File: src/hdl/arl_pkg.sv
package arl_pkg;

    localparam int NUM_SETS  = 2048;
    localparam int NUM_WAYS  = 16;
    localparam int SET_W     = 11;
    localparam int WAY_W     = 4;
    localparam int LINE_W    = SET_W + WAY_W;

    localparam logic [1:0] MODE_SRRIP   = 2'd0;
    localparam logic [1:0] MODE_LFU     = 2'd1;
    localparam logic [1:0] MODE_SPATIAL = 2'd2;

    localparam logic [1:0] RRV_MAX          = 2'd3;
    localparam logic [1:0] RRV_SRRIP_INSERT = 2'd2;
    localparam logic [7:0] FREQ_MAX         = 8'd255;
    localparam logic [2:0] WARMUP_DONE      = 3'd5;

    localparam logic [15:0] PERIOD_RESET = 16'd1024;
    localparam logic [11:0] TOL_RESET    = 12'd64;

    localparam logic ACT_QUERY  = 1'b0;
    localparam logic ACT_UPDATE = 1'b1;

    localparam logic [0:0] ADDR_PERIOD = 1'b0;
    localparam logic [0:0] ADDR_TOL    = 1'b1;

    // controller to datapath
    typedef struct packed {
        logic clr_step;     // clearing pass write
        logic load;         // capture input word
        logic read_set;     // issue set reads
        logic scan;         // victim scan step
        logic stride;       // stride against the overwritten slot
        logic eval;         // history/mode evaluation
        logic commit;       // write back
        logic out;          // present result
    } arl_cmd_t;

    // datapath to controller
    typedef struct packed {
        logic clr_done;
        logic scan_done;
        logic is_query;
        logic set_ok;
    } arl_stat_t;

endpackage

File: src/hdl/arl_ctrl.sv
module arl_ctrl
(
    input  logic               clk,
    input  logic               rst_n,
    input  logic               start,
    output logic               busy,
    output arl_pkg::arl_cmd_t  cmd,
    input  arl_pkg::arl_stat_t stat
);

    typedef enum logic [2:0] {
        S_CLEAR, S_IDLE, S_READ, S_SCAN, S_STRIDE, S_EVAL, S_COMMIT, S_OUT
    } state_t;

    state_t state_reg;

    always_ff @(posedge clk or negedge rst_n)
    begin
        if (!rst_n)
        begin
            state_reg <= S_CLEAR;
        end
        else
        begin
            unique case (state_reg)
                S_CLEAR:  if (stat.clr_done) state_reg <= S_IDLE;
                S_IDLE:   if (start) state_reg <= S_READ;
                S_READ:
                begin
                    if (!stat.set_ok)        state_reg <= S_OUT;
                    else if (stat.is_query)  state_reg <= S_SCAN;
                    else                     state_reg <= S_STRIDE;
                end
                S_SCAN:   if (stat.scan_done) state_reg <= S_OUT;
                S_STRIDE: state_reg <= S_EVAL;
                S_EVAL:   state_reg <= S_COMMIT;
                S_COMMIT: state_reg <= S_OUT;
                S_OUT:    state_reg <= S_IDLE;
            endcase
        end
    end

    assign busy         = (state_reg != S_IDLE);
    assign cmd.clr_step = (state_reg == S_CLEAR);
    assign cmd.load     = (state_reg == S_IDLE) && start;
    assign cmd.read_set = (state_reg == S_READ);
    assign cmd.scan     = (state_reg == S_SCAN);
    assign cmd.stride   = (state_reg == S_STRIDE);
    assign cmd.eval     = (state_reg == S_EVAL);
    assign cmd.commit   = (state_reg == S_COMMIT);
    assign cmd.out      = (state_reg == S_OUT);

endmodule

File: config.mk
export PLATFORM = sky130hd
export DESIGN_NAME = arl_ctrl
export DESIGN_NICKNAME = d
export VERILOG_FILES = /design/src/hdl/arl_pkg.sv /design/src/hdl/arl_ctrl.sv
export SDC_FILE = /design/constraint.sdc
export NUM_CORES = 1
export LEC_CHECK = 0
export BUFFER_PORTS_ARGS = -buffer_cell sky130_fd_sc_hd__buf_2
export CAP_MARGIN = 15
export CORE_AREA = 2 2 39 41
export CTS_CLUSTER_SIZE = 40
export DETAILED_ROUTE_END_ITERATION = 16
export DIE_AREA = 0 0 41 43
export GPL_TIMING_DRIVEN = 0
export SYNTH_ARGS = -nofsm -noshare
export SYNTH_HDL_FRONTEND = slang
export SYNTH_SLANG_ARGS = --single-unit
File: constraint.sdc
create_clock -name clk -period 1 [get_ports clk]
set_input_delay 0.15 -clock clk [delete_from_list [all_inputs] [get_ports clk]]
set_output_delay 0.15 -clock clk [all_outputs]
set_load 0.02 [all_outputs]
==> run summary, run 1 <==
Status: complete, but fails checks
Violations in the final reports: setup timing
Minimum setup slack in the final design: -293 ps
Yosys reg bits: 3
Max-cap check violation count: 0
Endpoint of the most critical setup path: cmd[1]
Net switching fraction of the power: 0.417
Total nets after synthesis: 38
Global-route wire length before repair: 1300 um
CTS tree: built
Asr flop ratio synth: 1.00
Clock tree root driver cell: clkbuf_4
Height of the chip: 43 um
Total Wirelength: 1070 um
Total standard cell area after synthesis: 236 um2
Total CTS buffers: 3
Max Freq: 774 MHz
Unrepaired setup endpoints after global routing: yes
Layout-stage area growth over the synthesis result: 163%
Number of nets in the final layout: 71
Power per standard cell area: 3460 mW/mm2
Routed length per instance: 13.6 um
Worst Setup Slack post-DPL: -124 ps
Number of distinct library cells after synthesis: 18
Post-layout total power: 2.15 mW
Clock-pin slew on the worst setup and hold paths: 40 ps
Count of nets left with antenna violations after detail routing: 0
Endpoint type of the worst setup path: output port
Transition time at the pin with the least slew margin: 253 ps
Commonest cells in the synthesized netlist: nor2_1 (5), dfrtp_1 (3), nand2_1 (3), nor3_1 (3)
Post-synth EDFFs: 0
Effective utilization at floorplan: 0.171
Clock sink count: 3
Leakage power: 0.286 nW
Bufs on Longest Clock Path: 2
Number of flip-flops under the largest register name: 3
Synthesis Warnings: 0
Number of standard-cell rows in the floorplan: 14
Cells on worst reg2reg path: 4
Area of the die: 0.00176 mm2
Setup total negative slack: -2880 ps
Fraction of power consumed by sequential logic: 0.129
Pin count of the biggest net entering global routing: 11
Avg Inst Size Synth: 7.63 um2
Clock share of power: 0.099
Final Hold Viols: 0
Internal power contribution: 1.25 mW
Antenna diode count: 0
Data required time at the worst endpoint: 850 ps
Dominant cell type by area after synthesis: dfrtp_1
Ratio of cells with drive above 1 in the final layout: 0.794
Period Utilization, post-route: 1.29
Top-Level Pins: 16
Maximum fanout along the worst path: 6
Worst setup path category: register to output port
Worst IR drop on VDD: 0.00130 V
Main synth FF type: dfrtp_1
Gate count of the mapped netlist: 31
Terminus of the critical flop-to-flop path: state_reg[0]
Via density: 4.48
Die X-Extent: 41 um
Clock latency on the worst-skew pair: 230 ps
Number of H-tree levels: 1
Via count of the first global-routing pass: 342
RD Place Congestion: 0.755
Area fraction of the dominant cell type after synthesis: 0.317
Initial antenna violation count: 0
Shortest clock period the worst path allows after layout: 1290 ps
Detailed-route DRC error count: 0
Worst min path class: input port to async pin
Combinational fraction of design power: 0.771
Cell types occupying the most area after synthesis: dfrtp_1 (32%), nor2_1 (7.9%), and3b_1 (7.4%), nor3_1 (6.3%), nor3b_1 (6.3%)
Worst max-slew margin expressed relative to the limit: 0.831
Beginning of the critical path: state_reg[2]
Worst hold margin: 240 ps
Final number of max-transition violations: 0
Number of optimization iterations in the first detailed-route pass: 4
Reg-to-Reg Start: state_reg[2]
Count of input and output buffers: 15
Final Setup Violations: 12
Switching pwr: 0.898 mW
DRC violation total after the first TritonRoute iteration: 4
Combined global-route utilization of all metal layers: 0.116
Register area share after synthesis: 0.317
Data arrival time of the critical path: 1140 ps
Final global-route overflow total: 0
Slack of the worst reg-to-reg path: -240 ps
Std-Cell Core Area: 0.00138 mm2
Vias: 354
Critical Path Source Type: register
Setup clock skew after layout: 2.76 ps
Dominant cell by count in the synthesized netlist: nor2_1
==> layout by cell type (no fill, tap or decap), drive strengths merged <==
cell / instances
nand2b: 1
nor2: 5
dfrtp: 3
dlygate4sd3: 1
or3: 1
nor3b: 2
and3: 2
clkbuf: 4
o21ai: 1
nand2: 3
nor2b: 1
nor4: 1
buf: 30
a21oi: 1
o32ai: 1
nor3: 3
nor4b: 1
and3b: 2
==> metrics by stage <==
step / instance area, um2 / util / std cells
floorplan: 268 / - / 31
global placement: 363 / 0.262 / 62
detailed placement: 363 / 0.262 / 62
CTS: 542 / 0.392 / 75
global route: 623 / 0.450 / 79
finish: 623 / 0.450 / 79
==> cell families after synthesis <==
| logic type | count (synthesis) | synth area share |
|---|---|---|
| DFF | 3 | 0.317 |
| buffers and inverters | 3 | 0.0741 |
| and+or+nand+nor | 22 | 0.529 |
| AOI/OAI and AO/OA | 3 | 0.0793 |
==> repair_timing <==
action / in CTS / in global routing
cloned: 0 / 1
endpoints found under the setup margin: 12 / 12
gates resized for setup: 28 / 13
pin swaps: 3 / 1
buffers inserted: 8 / 3
hold buffers: 1 / 0
hold endpoints to repair: 3 / 0
==> worst min path at each step <==
stage	from	to	cells after the start	slack (ps)
final	rst_n	state_reg[1]	2	240
after global routing	rst_n	state_reg[1]	2	250
after CTS	rst_n	state_reg[1]	2	230
after detailed placement	rst_n	state_reg[2]	1	-50
after global placement	rst_n	state_reg[2]	1	-50
after floorplan	rst_n	state_reg[0]	0	-150
==> final cells by class <==
class	count	area, um2
Tap cell	16	20.0
Clock buffer	4	26.3
Sequential cell	3	77.6
Multi-Input combinational cell	25	226
Buffer	3	33.8
Fill cell	142	761
Timing Repair Buffer	28	239
==> layer usage <==
metal,wire (um),vias up,track usage
li1,-,173,-
met1,368,159,0.107
met2,588,18,0.178
met3,76,4,0.0524
met4,40,0,0.100
met5,0,-,0
==> worst max-delay path, stage by stage, from the launching register on <==
cell and delay, ps:
dfrtp_2 440, buf_6 150, and3b_2 200, buf_6 130
==> power by group through the flow <==
stage               combinational [mW]  sequential, mW  clock, mW
floorplan                        0.627           0.233          0
global placement                 0.813           0.249          0
detailed placement               0.816           0.247          0
CTS                               1.34           0.250      0.227
global route                      1.75           0.283      0.232
finish                            1.66           0.279      0.214
No activity file was read; power rests on OpenSTA's default activity.
==> run 2, diff against run 1 <==
--- a/config.mk
+++ b/config.mk
@@ -8,6 +8,7 @@
 export BUFFER_PORTS_ARGS = -buffer_cell sky130_fd_sc_hd__buf_2
 export CAP_MARGIN = 15
 export CORE_AREA = 2 2 39 41
+export CTS_BUF_LIST = sky130_fd_sc_hd__clkbuf_8
 export CTS_CLUSTER_SIZE = 40
 export DETAILED_ROUTE_END_ITERATION = 16
 export DIE_AREA = 0 0 41 43
==> run 2 against run 1 <==
Effect of this change: the run still ends with setup timing left; clock power grew 59%; final cell count is the same; hold slack gained 19 ps; total power grew 5.9%; combinational power is essentially flat; sequential share of layout area shrank 0.36 points; first-iteration DRC count is the same; largest power group unchanged; critical endpoint unchanged; setup slack gained 19 ps; wire length grew 0.37%; non-clock buffer count is the same; register-to-register slack is essentially flat.
==> run summary, run 2 (same netlist as run 1, synthesis figures left out) <==
Status: complete, but fails checks
Violations in the final reports: setup timing
Total Wirelength: 1080 um (+0.37%)
Unrepaired setup endpoints after global routing: yes
Reg-to-Reg Start: state_reg[2]
Number of optimization iterations in the first detailed-route pass: 4 (unchanged)
Pin count of the biggest net entering global routing: 11 (unchanged)
Layout-stage area growth over the synthesis result: 171%
Final Hold Viols: 0 (unchanged)
Number of standard-cell rows in the floorplan: 14 (unchanged)
Endpoint type of the worst setup path: output port
RD Place Congestion: 0.755 (unchanged)
Top-Level Pins: 16 (unchanged)
CTS tree: built
Ratio of cells with drive above 1 in the final layout: 0.794 (unchanged)
Setup total negative slack: -2700 ps (+175 ps)
Multi-input combinational cell area: 226 um2 (unchanged)
Area of the die: 0.00176 mm2 (unchanged)
Combined global-route utilization of all metal layers: 0.111 (-0.00504)
Worst setup path category: register to output port
Worst min path class: input port to async pin
Maximum fanout along the worst path: 6 (unchanged)
Shortest clock period the worst path allows after layout: 1270 ps (-18.6 ps)
Clock sink count: 3 (unchanged)
Max-cap check violation count: 0 (unchanged)
Non-filler cells, final: 79 (unchanged)
Data required time at the worst endpoint: 850 ps (about the same)
Clock-pin slew on the worst setup and hold paths: 30 ps (about the same)
Worst Setup Slack post-DPL: -124 ps (unchanged)
Most used cells in the layout excluding fill and tap cells: buf_6 (14), buf_4 (10), buf_2 (6)
Worst IR drop on VDD: 0.00131 V (+0.36%)
Final Setup Violations: 12 (unchanged)
Worst hold margin: 259 ps (+19.4 ps)
Std-Cell Core Area: 0.00138 mm2 (unchanged)
Slack of the worst reg-to-reg path: -240 ps (about the same)
Power per standard cell area: 3550 mW/mm2 (+2.8%)
Leakage power: 0.298 nW (+4.2%)
DRC violation total after the first TritonRoute iteration: 4 (unchanged)
Global-route wire length before repair: 1280 um (-1.1%)
Terminus of the critical flop-to-flop path: state_reg[0]
Bufs on Longest Clock Path: 2 (unchanged)
Count of input and output buffers: 15 (unchanged)
Count of nets left with antenna violations after detail routing: 0 (unchanged)
Most common cell after layout, fill and taps aside: buf_6
Period Utilization, post-route: 1.27 (-0.0186)
Post-Place Cells: 62 (unchanged)
Number of nets in the final layout: 71 (unchanged)
Cells on worst reg2reg path: 4 (unchanged)
Detailed-route DRC error count: 0 (unchanged)
Final number of max-transition violations: 0 (unchanged)
Height of the chip: 43 um (unchanged)
Via density: 4.47 (-0.28%)
Antenna diode count: 0 (unchanged)
Via count of the first global-routing pass: 341 (-0.29%)
Clock latency on the worst-skew pair: 210 ps (-20 ps)
Data arrival time of the critical path: 1120 ps (-20 ps)
Final global-route overflow total: 0 (unchanged)
Total of fill cells in the finished design: 137 (-3.5%)
Clock tree root driver cell: clkbuf_8
Transition time at the pin with the least slew margin: 253 ps (unchanged)
Register Area: 77.6 um2 (unchanged)
Number of H-tree levels: 1 (unchanged)
Setup clock skew after layout: 1.32 ps (-1.43 ps)
Critical Path Source Type: register
Routed length per instance: 13.6 um (+0.37%)
Max Freq: 785 MHz (+1.5%)
Minimum setup slack in the final design: -274 ps (+18.6 ps)
Initial antenna violation count: 0 (unchanged)
Worst max-slew margin expressed relative to the limit: 0.831 (unchanged)
Number of flip-flops under the largest register name: 3 (unchanged)
Total CTS buffers: 3 (unchanged)
Vias: 353 (-0.28%)
Effective utilization at floorplan: 0.171 (unchanged)
Die X-Extent: 41 um (unchanged)
==> run 2: changes by cell type in the layout (fill, tap and decap cells not counted) <==
cell | previous run | this run
clkbuf_4 | 3 | 0
clkbuf_8 | 0 | 3
clkbuf_1 | 1 | 0
inv_1 | 0 | 1
==> run 2: timing repair <==
| action | 4_1_cts | 5_1_grt |
|---|---|---|
| gates resized for setup | 28 | 13 |
| endpoints found under the setup margin | 12 | 12 |
| buffers inserted | 8 | 3 |
| gates cloned | 0 | 1 |
| hold buffers | 1 | 0 |
| pin swaps | 3 | 1 |
| hold endpoints to repair | 3 | 0 |
==> run 2: stage by stage <==
step           utilization  instance area, um2  power [mW]
2_1_floorplan            -                 268       0.860
3_5_place_dp         0.262                 363        1.06
4_1_cts              0.405                 561        1.94
3_3_place_gp         0.262                 363        1.06
5_1_grt              0.464                 642        2.39
6_report             0.464                 642        2.28
==> run 2: how the worst max path moves through the flow <==
| stage | start | slack (ps) | endpoint | depth (start not counted) |
|---|---|---|---|---|
| after floorplan | state_reg[0] | -50 | cmd[5] | 2 |
| after global placement | state_reg[2] | -110 | state_reg[0] | 3 |
| after detailed placement | state_reg[2] | -120 | state_reg[0] | 3 |
| after CTS | state_reg[2] | -270 | cmd[1] | 3 |
| after global routing | state_reg[1] | -300 | cmd[2] | 3 |
| final | state_reg[2] | -270 | cmd[1] | 3 |
==> run 2: power by group <==
part           internal [mW]  switching, mW
clock                  0.261         0.0791
combinational          0.915          0.745
sequential             0.191         0.0883
==> run 2: critical path: stages, from the launching register on <==
cell and delay [ps]:
dfrtp_2 440, buf_6 150, and3b_2 200, buf_6 130
==> run 2: layer usage <==
layer  up-vias  wire length [um]  GRT usage
met3         4                76     0.0209
met5         -                 0          0
li1        173                 -          -
met2        18               588      0.178
met1       158               372      0.110
met4         0                40      0.100
==> run 2: layout make-up <==
class,instances,area share
Tap cell,16,0.0312
Clock inverter,1,0.00585
Buffer,3,0.0526
Timing Repair Buffer,28,0.372
Clock buffer,3,0.0643
Multi-Input combinational cell,25,0.353
Sequential cell,3,0.121
==> run 3, diff against run 2 <==
--- a/config.mk
+++ b/config.mk
@@ -13,6 +13,7 @@
 export DETAILED_ROUTE_END_ITERATION = 16
 export DIE_AREA = 0 0 41 43
 export GPL_TIMING_DRIVEN = 0
+export SKIP_LAST_GASP = 1
 export SYNTH_ARGS = -nofsm -noshare
 export SYNTH_HDL_FRONTEND = slang
 export SYNTH_SLANG_ARGS = --single-unit
==> run 3 against run 2 <==
Effect of this change: the run still ends with setup timing left; cell area down 11%; sequential power fell by 6%; hold slack got worse by 2.7 ps; non-clock buffer count decreased by 2; die area unchanged; fmax rose by 0.17%; wire length down 17%; global-route usage unchanged; register-to-register slack hardly changed; largest power group unchanged; highest routed layer unchanged.
==> run summary, run 3 (same netlist as run 1, synthesis figures left out) <==
Status: complete, but fails checks
Violations in the final reports: setup timing
Endpoint type of the worst setup path: output port
Setup clock skew after layout: 1.26 ps (-0.0605 ps)
Most common cell after layout, fill and taps aside: buf_6
RD Place Congestion: 0.755 (unchanged)
Vias: 341 (-3.4%)
Final Hold Viols: 0 (unchanged)
Transition time at the pin with the least slew margin: 307 ps (+54.5 ps)
Total of fill cells in the finished design: 144 (+5.1%)
Number of buffers and inverters on the critical path: 2 (unchanged)
Routed length per instance: 11.6 um (-15%)
Period Utilization, post-route: 1.27 (-0.00220)
Worst setup path category: register to output port
Final number of max-transition violations: 0 (unchanged)
Count of input and output buffers: 15 (unchanged)
Via count of the first global-routing pass: 341 (unchanged)
Non-filler cells, final: 77 (-2.5%)
Combined global-route utilization of all metal layers: 0.111 (unchanged)
CTS tree: built
Top-Level Pins: 16 (unchanged)
Effective utilization at floorplan: 0.171 (unchanged)
Final Setup Violations: 12 (unchanged)
Worst min path class: input port to async pin
Largest stage delay on the critical path: 400 ps (-40 ps)
Via density: 4.43 (-0.89%)
Total CTS buffers: 3 (unchanged)
Max-cap check violation count: 0 (unchanged)
Post-detailed-placement cell area: 363 um2 (unchanged)
DRC violation total after the first TritonRoute iteration: 1 (-3)
Initial antenna violation count: 0 (unchanged)
Clock latency on the worst-skew pair: 210 ps (about the same)
Worst max-slew margin expressed relative to the limit: 0.792 (-0.0388)
Antenna diode count: 0 (unchanged)
Minimum setup slack in the final design: -272 ps (+2.20 ps)
Critical Path Source Type: register
Layout-stage area growth over the synthesis result: 141%
Detailed-route DRC error count: 0 (unchanged)
Clock-pin slew on the worst setup and hold paths: 30 ps (about the same)
Number of H-tree levels: 1 (unchanged)
Power per standard cell area: 3520 mW/mm2 (-0.77%)
Maximum fanout along the worst path: 10 (+4)
Max Freq: 786 MHz (+0.17%)
Data required time at the worst endpoint: 850 ps (about the same)
Worst hold margin: 256 ps (-2.73 ps)
Count of nets left with antenna violations after detail routing: 0 (unchanged)
Top cell family by delay on the critical path: flip-flops
Total Wirelength: 896 um (-17%)
Slowest stage cell, crit path: dfrtp_1
Final global-route overflow total: 0 (unchanged)
Number of nets in the final layout: 69 (-2.8%)
Height of the chip: 43 um (unchanged)
Shortest clock period the worst path allows after layout: 1270 ps (-2.20 ps)
Area of the die: 0.00176 mm2 (unchanged)
Post-route design area: 571 um2 (-11%)
Leakage power: 0.275 nW (-7.7%)
Ratio of cells with drive above 1 in the final layout: 0.656 (-0.138)
Clock tree root driver cell: clkbuf_8
Std-Cell Core Area: 0.00138 mm2 (unchanged)
Data arrival time of the critical path: 1120 ps (about the same)
Clock sink count: 3 (unchanged)
Bufs on Longest Clock Path: 2 (unchanged)
Worst IR drop on VDD: 0.00118 V (-9.6%)
Final core occ: 0.412 (-0.0515)
Cells along the critical path: buf_6 > and3b_1 > buf_4
Global-route wire length before repair: 1280 um (unchanged)
Number of optimization iterations in the first detailed-route pass: 4 (unchanged)
Die X-Extent: 41 um (unchanged)
Post-Place Cells: 62 (unchanged)
Most used cells in the layout excluding fill and tap cells: buf_6 (11), buf_4 (10), buf_2 (7)
Unrepaired setup endpoints after global routing: yes
Number of flip-flops under the largest register name: 3 (unchanged)
Number of standard-cell rows in the floorplan: 14 (unchanged)
Pin count of the biggest net entering global routing: 11 (unchanged)
[run 3: metrics by stage]
stage / total power, mW / setup slack, ps / setup TNS, ps
CTS: 1.92 / -269 / -2670
global route: 2.13 / -310 / -3110
detailed placement: 1.06 / -124 / -768
finish: 2.01 / -272 / -2640
floorplan: 0.860 / -48.5 / -126
global placement: 1.06 / -115 / -776
[run 3: worst paths after layout]
path                                    from           end  slack (ps)  cells past startpoint
worst max-delay path            state_reg[1]        cmd[2]        -270                      3
worst min-delay path                   rst_n  state_reg[1]         260                      2
worst max register to register  state_reg[2]  state_reg[0]        -240                      4
worst min register to register  state_reg[0]  state_reg[0]         710                      3
max in group asynchronous              rst_n  state_reg[2]         620                      2
min in group clk                       start  state_reg[1]         260                      3
[run 3: report_power, final]
part | leakage, nW | internal, mW | switching [mW]
Combinational | 0.216 | 0.769 | 0.639
Sequential | 0.0320 | 0.187 | 0.0755
Clock | 0.0269 | 0.261 | 0.0791
[run 3: what timing repair did]
item / in CTS / in global routing
hold endpoints to repair: 3 / 0
hold buffers: 1 / 0
endpoints found under the setup margin: 12 / 12
pin swaps: 3 / 0
buffers inserted: 8 / 2
gates resized for setup: 26 / 1
[run 3: cell type report]
class	count	area [um2]	area share
Sequential cell	3	76.3	0.134
Buffer	3	33.8	0.0592
Clock buffer	3	41.3	0.0724
Timing Repair Buffer	26	210	0.368
Tap cell	16	20.0	0.0351
Multi-Input combinational cell	25	185	0.325
Clock inverter	1	3.75	0.00658
[run 3: layer usage]
layer  global-route usage  part of all wire  up-vias
met5                    0                 0        -
met4                0.100             0.020        0
met3               0.0209             0.084        2
met2                0.178              0.51       16
met1                0.110              0.38      153
li1                     -                 -      170
